`src/rtl/tkls_pkg.sv`:
```
`timescale 1ns / 1ps
package tkls_pkg;

	localparam int COORD_W = 24;
	localparam int DIFF_W  = 25;
	localparam int D2_W    = 50;
	localparam int DIST_W  = 25;
	localparam int RAD_W   = 20;
	localparam int SCORE_W = 32;
	localparam int NUM_W   = 36;
	localparam int IDX_W   = 8;

	localparam logic [SCORE_W-1:0] SCORE_MAX = '1;

	typedef enum logic [2:0] {
		ST_IDLE,
		ST_SQR,
		ST_ROOT,
		ST_DIV,
		ST_INS,
		ST_EMIT
	} state_t;

	// Register addresses in words
	localparam logic [1:0] REG_VIEW_X = 2'd0;
	localparam logic [1:0] REG_VIEW_Y = 2'd1;
	localparam logic [1:0] REG_VIEW_Z = 2'd2;

endpackage

```
`src/rtl/tkls_score.sv`:
```
`timescale 1ns / 1ps
// Iterative score unit: three squares through one multiplier, a two-bit-a-step
// integer root, then a one-bit-a-step restoring divide with saturation.
module tkls_score (
	input  logic                                clk,
	input  logic                                arst_n,
	input  logic                                start,
	input  logic signed [tkls_pkg::COORD_W-1:0] pos_x,
	input  logic signed [tkls_pkg::COORD_W-1:0] pos_y,
	input  logic signed [tkls_pkg::COORD_W-1:0] pos_z,
	input  logic signed [tkls_pkg::COORD_W-1:0] view_x,
	input  logic signed [tkls_pkg::COORD_W-1:0] view_y,
	input  logic signed [tkls_pkg::COORD_W-1:0] view_z,
	input  logic        [tkls_pkg::RAD_W-1:0]   radius,
	output logic                                done,
	output logic        [tkls_pkg::SCORE_W-1:0] score
);

	localparam int PH_W = 3;
	localparam int DIFF_W = tkls_pkg::DIFF_W;
	typedef enum logic [PH_W-1:0] {
		PH_IDLE, PH_SQR, PH_ROOT, PH_DIV, PH_FIN
	} phase_t;

	phase_t                          phase_q;
	logic [5:0]                      cnt_q;
	logic [tkls_pkg::DIFF_W-1:0]     ax_q, ay_q, az_q;
	logic [tkls_pkg::D2_W-1:0]       acc_q;
	logic [tkls_pkg::D2_W+1:0]       rem_q;
	logic [tkls_pkg::DIST_W-1:0]     root_q;
	logic [tkls_pkg::NUM_W-1:0]      num_q;
	logic [tkls_pkg::DIST_W:0]       drem_q;
	logic [tkls_pkg::NUM_W-1:0]      quo_q;

	logic signed [tkls_pkg::DIFF_W-1:0] dx, dy, dz;
	logic [tkls_pkg::DIFF_W-1:0]     mul_a;
	logic [tkls_pkg::D2_W-1:0]       prod;
	logic [tkls_pkg::D2_W+1:0]       trial;
	logic [tkls_pkg::D2_W+1:0]       rem_sh;
	logic [tkls_pkg::DIST_W+1:0]     dtrial;

	assign dx = DIFF_W'(pos_x) - DIFF_W'(view_x);
	assign dy = DIFF_W'(pos_y) - DIFF_W'(view_y);
	assign dz = DIFF_W'(pos_z) - DIFF_W'(view_z);

	// Pick the axis for the shared multiplier
	always_comb begin
		case (cnt_q[1:0])
			2'd0:    mul_a = ax_q;
			2'd1:    mul_a = ay_q;
			default: mul_a = az_q;
		endcase
	end
	assign prod = tkls_pkg::D2_W'(mul_a) * tkls_pkg::D2_W'(mul_a);

	// Root step: bring down two bits of the radicand
	assign rem_sh = {rem_q[tkls_pkg::D2_W-1:0],
		acc_q[tkls_pkg::D2_W-1 -: 2]};
	assign trial  = {rem_q[tkls_pkg::D2_W-1:0], acc_q[tkls_pkg::D2_W-1 -: 2]}
		- {25'd0, root_q, 2'b01};

	// Divide step: bring down one numerator bit
	assign dtrial = {drem_q, num_q[tkls_pkg::NUM_W-1]} - {2'b00, root_q};

	always_ff @(posedge clk or negedge arst_n) begin
		if (!arst_n) begin
			phase_q <= PH_IDLE;
			cnt_q   <= '0;
		end else begin
			unique case (phase_q)
				PH_IDLE: if (start) begin
					phase_q <= PH_SQR;
					cnt_q   <= '0;
				end
				PH_SQR: if (cnt_q == 6'd2) begin
					phase_q <= PH_ROOT;
					cnt_q   <= '0;
				end else begin
					cnt_q <= cnt_q + 6'd1;
				end
				PH_ROOT: if (cnt_q == 6'd24) begin
					phase_q <= PH_DIV;
					cnt_q   <= '0;
				end else begin
					cnt_q <= cnt_q + 6'd1;
				end
				PH_DIV: if (cnt_q == 6'(tkls_pkg::NUM_W - 1) || root_q == '0) begin
					phase_q <= PH_FIN;
				end else begin
					cnt_q <= cnt_q + 6'd1;
				end
				PH_FIN:  phase_q <= PH_IDLE;
				default: phase_q <= PH_IDLE;
			endcase
		end
	end

	// Datapath registers
	always_ff @(posedge clk) begin
		unique case (phase_q)
			PH_IDLE: begin
				ax_q  <= dx[DIFF_W-1] ? DIFF_W'(-dx) : DIFF_W'(dx);
				ay_q  <= dy[DIFF_W-1] ? DIFF_W'(-dy) : DIFF_W'(dy);
				az_q  <= dz[DIFF_W-1] ? DIFF_W'(-dz) : DIFF_W'(dz);
				acc_q <= '0;
				num_q <= {radius, 16'd0};
			end
			PH_SQR: begin
				acc_q  <= acc_q + prod;
				rem_q  <= '0;
				root_q <= '0;
			end
			PH_ROOT: begin
				acc_q <= {acc_q[tkls_pkg::D2_W-3:0], 2'b00};
				if (!trial[tkls_pkg::D2_W+1]) begin
					rem_q  <= trial;
					root_q <= {root_q[tkls_pkg::DIST_W-2:0], 1'b1};
				end else begin
					rem_q  <= rem_sh;
					root_q <= {root_q[tkls_pkg::DIST_W-2:0], 1'b0};
				end
				drem_q <= '0;
				quo_q  <= '0;
			end
			PH_DIV: begin
				num_q <= {num_q[tkls_pkg::NUM_W-2:0], 1'b0};
				if (!dtrial[tkls_pkg::DIST_W+1]) begin
					drem_q <= dtrial[tkls_pkg::DIST_W:0];
					quo_q  <= {quo_q[tkls_pkg::NUM_W-2:0], 1'b1};
				end else begin
					drem_q <= {drem_q[tkls_pkg::DIST_W-1:0], num_q[tkls_pkg::NUM_W-1]};
					quo_q  <= {quo_q[tkls_pkg::NUM_W-2:0], 1'b0};
				end
			end
			default: ;
		endcase
	end

	assign done  = (phase_q == PH_FIN);
	assign score = (root_q == '0 || quo_q[tkls_pkg::NUM_W-1:tkls_pkg::SCORE_W] != '0)
		? tkls_pkg::SCORE_MAX : quo_q[tkls_pkg::SCORE_W-1:0];

endmodule

```
`src/rtl/top_k_light_selector_unit.sv`:
```
`timescale 1ns / 1ps
// Channel   | Signals                                            | Direction
// ----------+----------------------------------------------------+----------
// light in  | in_valid, in_stall, light_index, pos_*, radius,    | in
//           | last_light                                         |
// chosen out| out_valid, out_stall, chosen_index, last_chosen    | out
// config    | psel, penable, pwrite, paddr, pwdata, prdata, pready| APB
//
// A light passes through the shared score unit (squares, root steps, divide steps
// and a finish step; the divide ends early at a zero distance), then through
// insertion (one kept entry shifted per cycle) and an idle state, where the next
// word is taken. On the last light, one word per cycle is emitted while out_stall
// is low. in_stall stays high while busy.
// Reset clears the frame count and the view origin; the kept list needs none.
module top_k_light_selector_unit #(
	parameter int KEEP_COUNT = 32,
	parameter int MAX_LIGHTS = 256
) (
	input  logic                                clk,
	input  logic                                arst_n,
	input  logic                                in_valid,
	output logic                                in_stall,
	input  logic        [tkls_pkg::IDX_W-1:0]   light_index,
	input  logic signed [tkls_pkg::COORD_W-1:0] pos_x,
	input  logic signed [tkls_pkg::COORD_W-1:0] pos_y,
	input  logic signed [tkls_pkg::COORD_W-1:0] pos_z,
	input  logic        [tkls_pkg::RAD_W-1:0]   radius,
	input  logic                                last_light,
	output logic                                out_valid,
	input  logic                                out_stall,
	output logic        [tkls_pkg::IDX_W-1:0]   chosen_index,
	output logic                                last_chosen,
	input  logic                                psel,
	input  logic                                penable,
	input  logic                                pwrite,
	input  logic        [3:0]                   paddr,
	input  logic        [31:0]                  pwdata,
	output logic        [31:0]                  prdata,
	output logic                                pready
);

	localparam int KW = (KEEP_COUNT > 1) ? $clog2(KEEP_COUNT) : 1;
	localparam int CW = $clog2(MAX_LIGHTS + 1);

	tkls_pkg::state_t state_q, state_d;

	logic signed [tkls_pkg::COORD_W-1:0] view_x_q, view_y_q, view_z_q;
	logic [CW-1:0]                 count_q;
	logic [tkls_pkg::IDX_W-1:0]    idx_q;
	logic                          last_q;
	logic [tkls_pkg::SCORE_W-1:0]  score_q;
	logic [KW:0]                   held_q;
	logic [KW:0]                   ptr_q;
	logic [KW:0]                   emit_q;
	logic [KW:0]                   total_q;
	logic                          arrival_q;

	logic [tkls_pkg::IDX_W-1:0]    ent_idx_q [KEEP_COUNT];
	logic [tkls_pkg::SCORE_W-1:0]  ent_score_q [KEEP_COUNT];
	logic [tkls_pkg::IDX_W-1:0]    arr_idx_q [KEEP_COUNT];

	logic in_acc, out_acc, score_done, cfg_wr;
	logic [tkls_pkg::SCORE_W-1:0] new_score;
	logic [KW-1:0] pm1;
	logic shift_here;

	assign in_acc  = in_valid && !in_stall;
	assign out_acc = out_valid && !out_stall;
	assign cfg_wr  = psel && penable && pwrite && pready;
	assign pready  = 1'b1;

	// Configuration writes and reads
	always_ff @(posedge clk or negedge arst_n) begin
		if (!arst_n) begin
			view_x_q <= '0;
			view_y_q <= '0;
			view_z_q <= '0;
		end else if (cfg_wr) begin
			unique case (paddr[3:2])
				tkls_pkg::REG_VIEW_X: view_x_q <= pwdata[tkls_pkg::COORD_W-1:0];
				tkls_pkg::REG_VIEW_Y: view_y_q <= pwdata[tkls_pkg::COORD_W-1:0];
				tkls_pkg::REG_VIEW_Z: view_z_q <= pwdata[tkls_pkg::COORD_W-1:0];
				default: ;
			endcase
		end
	end

	always_comb begin
		unique case (paddr[3:2])
			tkls_pkg::REG_VIEW_X: prdata = {{8{view_x_q[23]}}, view_x_q};
			tkls_pkg::REG_VIEW_Y: prdata = {{8{view_y_q[23]}}, view_y_q};
			tkls_pkg::REG_VIEW_Z: prdata = {{8{view_z_q[23]}}, view_z_q};
			default:              prdata = '0;
		endcase
	end

	tkls_score u_score (
		.clk    (clk),
		.arst_n (arst_n),
		.start  (in_acc && count_q < CW'(MAX_LIGHTS)),
		.pos_x  (pos_x),
		.pos_y  (pos_y),
		.pos_z  (pos_z),
		.view_x (view_x_q),
		.view_y (view_y_q),
		.view_z (view_z_q),
		.radius (radius),
		.done   (score_done),
		.score  (new_score)
	);

	// Next state
	always_comb begin
		state_d = state_q;
		unique case (state_q)
			tkls_pkg::ST_IDLE: if (in_acc) begin
				if (count_q < CW'(MAX_LIGHTS))
					state_d = tkls_pkg::ST_SQR;
				else if (last_light)
					state_d = tkls_pkg::ST_EMIT;
			end
			tkls_pkg::ST_SQR: if (score_done) state_d = tkls_pkg::ST_INS;
			tkls_pkg::ST_INS: begin
				if (held_q == (KW+1)'(KEEP_COUNT) &&
					score_q <= ent_score_q[KEEP_COUNT-1])
					state_d = last_q ? tkls_pkg::ST_EMIT : tkls_pkg::ST_IDLE;
				else if (ptr_q == '0 || ent_score_q[pm1] >= score_q)
					state_d = last_q ? tkls_pkg::ST_EMIT : tkls_pkg::ST_IDLE;
			end
			tkls_pkg::ST_EMIT: if (total_q == '0 ||
				(out_acc && emit_q + 1'b1 == total_q))
				state_d = tkls_pkg::ST_IDLE;
			default: state_d = tkls_pkg::ST_IDLE;
		endcase
	end

	// Outputs
	always_comb begin
		in_stall  = (state_q != tkls_pkg::ST_IDLE);
		out_valid = (state_q == tkls_pkg::ST_EMIT) && total_q != '0;
		chosen_index = arrival_q ? arr_idx_q[emit_q[KW-1:0]] : ent_idx_q[emit_q[KW-1:0]];
		last_chosen  = (emit_q + 1'b1 == total_q);
	end

	assign pm1 = KW'(ptr_q - 1'b1);
	assign shift_here = !(ptr_q == '0 || ent_score_q[pm1] >= score_q);

	always_ff @(posedge clk or negedge arst_n) begin
		if (!arst_n) begin
			state_q <= tkls_pkg::ST_IDLE;
			count_q <= '0;
			held_q  <= '0;
		end else begin
			state_q <= state_d;
			if (state_q == tkls_pkg::ST_IDLE && in_acc && count_q < CW'(MAX_LIGHTS))
				count_q <= count_q + 1'b1;
			if (state_q == tkls_pkg::ST_INS && state_d != tkls_pkg::ST_INS &&
				held_q < (KW+1)'(KEEP_COUNT) )
				held_q <= held_q + 1'b1;
			if (state_q == tkls_pkg::ST_EMIT && state_d == tkls_pkg::ST_IDLE) begin
				count_q <= '0;
				held_q  <= '0;
			end
		end
	end

	// Capture the light, walk the insertion point down, emit
	always_ff @(posedge clk) begin
		if (state_q == tkls_pkg::ST_IDLE && in_acc) begin
			idx_q  <= light_index;
			last_q <= last_light;
			emit_q <= '0;
			if (count_q < CW'(KEEP_COUNT))
				arr_idx_q[count_q[KW-1:0]] <= light_index;
			if (count_q >= CW'(MAX_LIGHTS)) begin
				total_q   <= held_q;
				arrival_q <= (count_q <= CW'(KEEP_COUNT));
			end
		end
		if (state_q == tkls_pkg::ST_SQR) begin
			score_q <= new_score;
			ptr_q   <= (held_q == (KW+1)'(KEEP_COUNT)) ? (KW+1)'(KEEP_COUNT - 1) : held_q;
		end
		if (state_q == tkls_pkg::ST_INS) begin
			if (!(held_q == (KW+1)'(KEEP_COUNT) && score_q <= ent_score_q[KEEP_COUNT-1])) begin
				if (shift_here) begin
					ent_idx_q[ptr_q[KW-1:0]]   <= ent_idx_q[pm1];
					ent_score_q[ptr_q[KW-1:0]] <= ent_score_q[pm1];
					ptr_q <= ptr_q - 1'b1;
				end else begin
					ent_idx_q[ptr_q[KW-1:0]]   <= idx_q;
					ent_score_q[ptr_q[KW-1:0]] <= score_q;
				end
			end
			if (state_d == tkls_pkg::ST_EMIT) begin
				total_q   <= (held_q < (KW+1)'(KEEP_COUNT)) ? held_q + 1'b1 : held_q;
				arrival_q <= (count_q <= CW'(KEEP_COUNT));
			end
		end
		if (state_q == tkls_pkg::ST_EMIT && out_acc)
			emit_q <= emit_q + 1'b1;
	end

`ifndef SYNTHESIS
	a_no_out_busy_in: assert property (@(posedge clk) disable iff (!arst_n)
		out_valid |-> in_stall) else $error("output while input open");
	a_held_bound: assert property (@(posedge clk) disable iff (!arst_n)
		held_q <= (KW+1)'(KEEP_COUNT)) else $error("kept count overflow");
	a_count_bound: assert property (@(posedge clk) disable iff (!arst_n)
		count_q <= CW'(MAX_LIGHTS)) else $error("light count overflow");
`endif

endmodule
```
`config.mk`:
```
export PLATFORM = sky130hd
export DESIGN_NAME = top_k_light_selector_unit
export DESIGN_NICKNAME = d
export VERILOG_FILES = /design/src/rtl/tkls_pkg.sv /design/src/rtl/tkls_score.sv /design/src/rtl/top_k_light_selector_unit.sv
export SDC_FILE = /design/constraint.sdc
export NUM_CORES = 2
export LEC_CHECK = 0
export BUFFER_PORTS_ARGS = -buffer_cell sky130_fd_sc_hd__clkbuf_2
export CORE_UTILIZATION = 40
export CTS_BUF_LIST = sky130_fd_sc_hd__clkbuf_4 sky130_fd_sc_hd__clkbuf_8 sky130_fd_sc_hd__clkbuf_16
export DETAILED_ROUTE_END_ITERATION = 8
export PLACE_DENSITY_LB_ADDON = 0.3
export SLEW_MARGIN = 5
export SYNTH_ARGS = -nofsm -noshare
export SYNTH_HDL_FRONTEND = slang
export SYNTH_SLANG_ARGS = --single-unit
export TNS_END_PERCENT = 50
```
`constraint.sdc`:
```
create_clock -name clk -period 8.8 [get_ports clk]
set_input_delay 0.88 -clock clk [delete_from_list [all_inputs] [get_ports clk]]
set_output_delay 0.88 -clock clk [all_outputs]
set_load 0.01 [all_outputs]
```
Word level (Yosys, flattened, before mapping)

Memories as Yosys holds them, arrays and structs flattened. A register that Yosys moved wholly into a read port is not among the register bits.
Index checks and enable logic that the tools add are counted.
Widths: inputs -> output; s select.

Word-level logic and storage cells: 190
Input port bits: 144
Bits in writable memories: 1536
Output and inout port bits: 44
Memories: 3
Register bits after elaboration: 457

Magnitude comparators: 7
Eq/ne operators: 22
Reductions and logical operators: 44
Add/sub/neg operators: 14
Multipliers: 1
Bitwise logic cells: 2
Multiplexer cells: 70

Memories:

| name        | depth | bits a word | read ports | clocked after Yosys merged registers in | wr ports | line                            | text |
|---|---|---|---|---|---|---|---|
| ent_score_q | 32    | 32          | 2          | 0                                       | 1        | top_k_light_selector_unit.sv:59 | `logic [tkls_pkg::SCORE_W-1:0] ent_score_q [KEEP_COUNT];` |
| arr_idx_q   | 32    | 8           | 1          | 1                                       | 1        | top_k_light_selector_unit.sv:60 | `logic [tkls_pkg::IDX_W-1:0] arr_idx_q [KEEP_COUNT];` |
| ent_idx_q   | 32    | 8           | 2          | 1                                       | 1        | top_k_light_selector_unit.sv:58 | `logic [tkls_pkg::IDX_W-1:0] ent_idx_q [KEEP_COUNT];` |

Operators with widths:

| cell                | number |
|---|---|
| $pmux 50 s3         | 1 |
| $pmux 36 s2         | 2 |
| $mux 6              | 18 |
| $pmux 25 s2         | 2 |
| $pmux 50 s2         | 1 |
| $pmux 32 s3         | 1 |
| $neg 25->25         | 3 |
| $sub 24x24->25      | 3 |
| $mux 24             | 3 |
| $pmux 26 s2         | 1 |
| $sub 52x27->52      | 1 |
| $add 50x50->50      | 1 |
| $mul 25x25->50      | 1 |
| $mux 50             | 1 |
| $mux 3              | 12 |
| $ge 32x32->1        | 1 |
| $le 32x32->1        | 1 |
| $mux 32             | 1 |
| $sub 27x25->27      | 1 |
| $mux 26             | 1 |
| $logic_not 25->1    | 1 |
| $pmux 3 s4          | 2 |
| $pmux 6 s4          | 1 |
| $add 6x1->6 const B | 3 |
| other kinds (37)    | 97 |

Depth between registers and ports, before layout

Depth in word-level cells: 12
Mapped depth: 37
Gate-level depth less buffers: 32

Hierarchy

Synthesis repeated with hierarchy kept, for this count alone.

Cells, all modules: 7623
Area, all modules: 109003.3 µm²

By module, submodules not included:

| module                    | times used | seq. area each (µm²) | area each (µm²) | cells an instance |
|---|---|---|---|---|
| top_k_light_selector_unit | 1          | 50148.1              | 69125.0         | 3217 |
| tkls_score                | 1          | 8693.3               | 39878.2         | 4406 |

Worst setup path before layout

OpenSTA, ideal clock, no wires.

Path kind: register to register
From: register u_score.cnt_q[0]
To: register u_score.acc_q[47] in the netlist's numbering (data pin)
Cell stages (with the launch flop): 37
Clock period less this slack: 8778 ps
Buffers on the path: 4
Data arrival time: 8509 ps
Library setup time: 268 ps
Path slack: 22 ps
Data required time: 8532 ps
Cells stage by stage: dfrtp_1 > inv_1 > ha_1 > clkbuf_1 > nor2_1 > clkbuf_1 > clkbuf_1 > nand2_1 > and2_1 > inv_1 > buf_1 > nand2_1 > fa_1 > inv_1 > fa_1 > inv_1 > fa_1 > inv_1 > fa_1 > inv_1 > fa_1 > inv_1 > fa_1 > inv_1 > fa_1 > inv_1 > ha_1 > nand2_1 > inv_1 > nand3_1 > nor3_1 > a2111oi_1 > o21bai_1 > a31o_2 > a2111oi_0 > or4_1 > o211ai_1

Word-level cells in the longest chain between the ends: 5
Elaborated cells between the ends (all ways): 6
Classes of those cells: add/sub: 1; mul: 1; eq/ne: 1; mux: 2; reduce/logical: 1

RTL lines:

| element                                              | line              | text |
|---|---|---|
| start, declared                                      | tkls_score.sv:26  | `logic [5:0] cnt_q;` |
| start signal, assigned                               | tkls_score.sv:79  | `cnt_q <= cnt_q + 6'd1;` |
| start signal, assigned                               | tkls_score.sv:85  | `cnt_q <= cnt_q + 6'd1;` |
| start signal, assigned                               | tkls_score.sv:90  | `cnt_q <= cnt_q + 6'd1;` |
| $eq 2x1->1 / $logic_not 2->1 (equally long branches) | tkls_score.sv:48  | `case (cnt_q[1:0])` |
| $pmux 25 s2 *                                        | tkls_score.sv:48  |  |
| $mul 25x25->50 *                                     | tkls_score.sv:54  | `assign prod = tkls_pkg::D2_W'(mul_a) * tkls_pkg::D2_W'(mul_a);` |
| $add 50x50->50 *                                     | tkls_score.sv:109 | `acc_q <= acc_q + prod;` |
| $pmux 50 s3 *                                        | tkls_score.sv:100 | `unique case (phase_q)` |
| end signal, assigned                                 | tkls_score.sv:109 |  |
| end signal, assigned                                 | tkls_score.sv:114 | `acc_q <= {acc_q[tkls_pkg::D2_W-3:0], 2'b00};` |
| end, declared                                        | tkls_score.sv:28  | `logic [tkls_pkg::D2_W-1:0] acc_q;` |

Mark *: on every way between the ends. The rest lies on a longest branch, timed or not.
A chain may end at the register's enable or synchronous reset.

Worst setup path after layout

Same ends and word-level chain as after synthesis.

==> summary.md <==
| Metric | Value |
|---|---|
| Min Clock Period, post-route | about 8.5 ns |
| WP data required | just over 9 ns |
| Later-pin clock latency in the skew report | about 0.9 ns |
| Syn_nets | 8441 |
| Layout cells sized above 1 | 0.202 |
| Area growth syn-to-layout | 12.9% |
| CP max stage delay | just under 0.6 ns |
| Die area | about 0.27 mm2 |
| Area share of the largest cell type after synthesis | 0.521 |
| H-tree levels | 4 |
| Synth Area per Inst | roughly 15 um2 |
| Max Freq | ~120 MHz |
| Drt initial violations | around 5700 |
| Fin crit share | 0.965 |
| Fill cell count | 23500 |
| Synth warn | 0 |
| Mapped Cells | between 7000 and 8000 |
| Initial antenna violation count | 7 |
| Wire length per cell | roughly 24 um |
| Vias in the first global route | about 66000 |
| Post-synth cell types | 94 |
| Final wirelength | between 200 and 300 mm |
| Synthesis-stage register bit count | between 1500 and 2000 |
| Max-Cap Viols | 0 |
| # DRC | 0 |
| Crit Path Max Fanout | 26 |
| Placer Congestion | 0.912 |
| GRT Util Overall | 0.205 |
| Post-DR vias/cell | 5.53 |
| Setup CP Type | register to register |
| Final Hold Viols | 0 |
| Initial Utilization | 0.402 |
| CTS Buf Count | between 200 and 250 |
| DR vias | roughly 63000 |
| Unrepaired setup endpoints after global routing | true |
| Clock Skews | roughly 0.085 ns |
| Die height | 521 um |
| Final Max Tran Viols | 0 |
| Final Setup Violations | 0 |
| Launching element type of the critical path | register |
| Post-place setup slack | -0.0527 ns |
| Final ANT Viol Nets | 0 |
| Type of the tightest min-delay check | input port to register |
| Largest area contributor in the netlist | edfxtp_1 |
| Top post-synthesis cells by area | edfxtp_1 (52%), mux4_2 (12%), fa_1 (9.7%) |
| Asr flop ratio synth | 0.0499 |
| Number of synthesized flops with an enable pin | 1865 |
| Clock Tree Buf Depth | 4 |
| IO Port Bufs | between 150 and 200 |
| Clk pin slew, worst setup/hold paths | 0.06 ns |
| DR pass1 iterations | 5 |
| Seq/Total Area, Yosys | 0.547 |
| Crit-path slowest cell | fa_1 |
| Core Area | 0.268 mm2 |
| Largest net degree at the start of global routing | 100 |
| Critical Path AT | about 9 ns |
| Status | finished clean |
| Crit-path most repeated cell | fa_1 |
| Final worst slack | between 0.3 and 0.4 ns |
| Total gr overflow | 0 |
| Placed wire-length estimate | roughly 180 mm |
| Most common cell in the synthesized netlist | edfxtp_1 |
| Synthesized cell area | 0.108 mm2 |
| Top cells by count, synth | edfxtp_1 (1865), inv_1 (974), mux4_2 (568) |
| CP Capture Type | register |
| Root Driver | clkbuf_16 |
| Slew at the pin closest to its max-slew limit | about 1.2 ns |
| Worst slew margin | 0.198 |
| Rows | 190 |
| Final nets | roughly 8800 |
| Synth Flop Type | edfxtp_1 |
| TritonCTS clock tree | done |
| Clock sink count | between 1500 and 2000 |
| # IOs | between 150 and 200 |
| Die Width | roughly 520 um |
| Reg area | between 0.05 and 0.06 mm2 |
| Multi-input logic area | around 0.044 mm2 |
| First-pass GRT wire length | between 400 and 500 mm |
## stage by stage
step / instances / TNS (ns) / utilization / hold WS (ns) / cell area, um2
5_1_grt: 11400 / -0.0417 / 0.454 / 0.212 / 121000
4_1_cts: 11400 / 0 / 0.453 / 0.165 / 121000
3_3_place_gp: 11000 / -0.0759 / 0.426 / 0.487 / 114000
2_1_floorplan: 7395 / 0 / - / 0.446 / 108000
3_5_place_dp: 11000 / -0.0676 / 0.426 / 0.502 / 114000
6_report: 11400 / 0 / 0.454 / 0.221 / 122000
## per-layer routing
metal  track usage  wire, um
met1         0.278    115000
met2         0.344    135000
met3        0.0302     18000
met4        0.0573      7700
met5             0        27
## state kept, by name, summed over array words and instances (netlist names), 20 cells and up, named ones only
signal,cells
arr_idx_q,256
ent_idx_q,256
ent_score_q,1024
score_q,32
u_score.acc_q,50
u_score.ax_q,25
u_score.ay_q,25
u_score.az_q,25
u_score.drem_q,26
u_score.num_q,20
u_score.quo_q,36
u_score.rem_q,50
u_score.root_q,25
view_x_q,24
view_y_q,24
view_z_q,24
## layout make-up
type	count	area share
clock buffer	253	0.0470
sequential	1982	0.484
timing repair buffer	410	0.0234
antenna	6	0.000124
multi-input combinational	4124	0.365
inverter	982	0.0304
clock inverter	140	0.0131
tap	3552	0.0366
## path summary, 6_finish.rpt
kind,startpoint,to,slack [ns],depth (start not counted)
worst max-delay path,u_score.cnt_q[0],u_score.acc_q[47],0.31,33
worst min-delay path,last_light,last_q,0.22,1
worst max register to register,u_score.cnt_q[0],u_score.acc_q[47],0.31,33
worst min register to register,u_score.num_q[25],u_score.num_q[26],0.51,2
max in group asynchronous,arst_n,u_score.phase_q[0],6.78,3
min in group asynchronous,arst_n,view_y_q[3],0.62,2
## layout by cell type, fill, tap and decap left out, types with 32 or more instances in the layout
cell type  Yosys  final
a21o_1       113    111
a21oi_1      210    203
a22o_1        33     33
a31oi_1       36     34
and3_1        66     66
buf_4          9    215
clkbuf_16      0    217
clkbuf_2       1    175
clkbuf_4       0     34
clkinv_1       7     45
clkinv_2       0     37
dfrtp_1       99     98
edfxtp_1    1865   1865
fa_1         519    519
ha_1         383    380
inv_1        974    970
mux2_2        91     91
mux2i_1       73     73
mux4_2       568    568
nand2_1      480    477
nand3_1       52     52
nand4_1       37     37
nor2_1       441    401
nor2_4         0     33
nor3_1        46     45
o21a_1        32     32
o21ai_0      235    231
or2_2         45     45
xnor2_1      156    154
xor2_1       101     99
## worst max-delay path, delay by kind of cell (launching register included)
family / cells / cell delay, ns
adders and majority gates: 9 / 3.73
AOI/OAI and AO/OA: 8 / 2.01
buffers and inverters: 11 / 1.44
DFF: 1 / 0.37
and+or+nand+nor: 5 / 0.61
## timing repair
item | 4_1_cts | 5_1_grt
hold endpoints to repair | 31 | 0
buffers inserted | 0 | 3
gates resized for setup | 1 | 40
pin swaps | 0 | 4
gates cloned | 0 | 0
hold buffers | 1 | 0
setup endpoints to repair | 5 | 18
## cells by family (layout without fill, tap and decap cells)
group | count (synthesis) | after routing | share of synthesized area
compound gates | 887 | 887 | 0.0533
flops | 1982 | 1982 | 0.547
simple gates | 1344 | 1344 | 0.0570
other cells | 2 | 8 | 0.0000698
buf+inv | 1289 | 1785 | 0.0454
fa+ha+maj | 902 | 902 | 0.141
mux | 732 | 732 | 0.135
xor+xnor | 257 | 257 | 0.0209
Power is left out: the tool's default activity adds up to more than one toggle a clock period on the data nets, which glitch-free logic cannot reach.
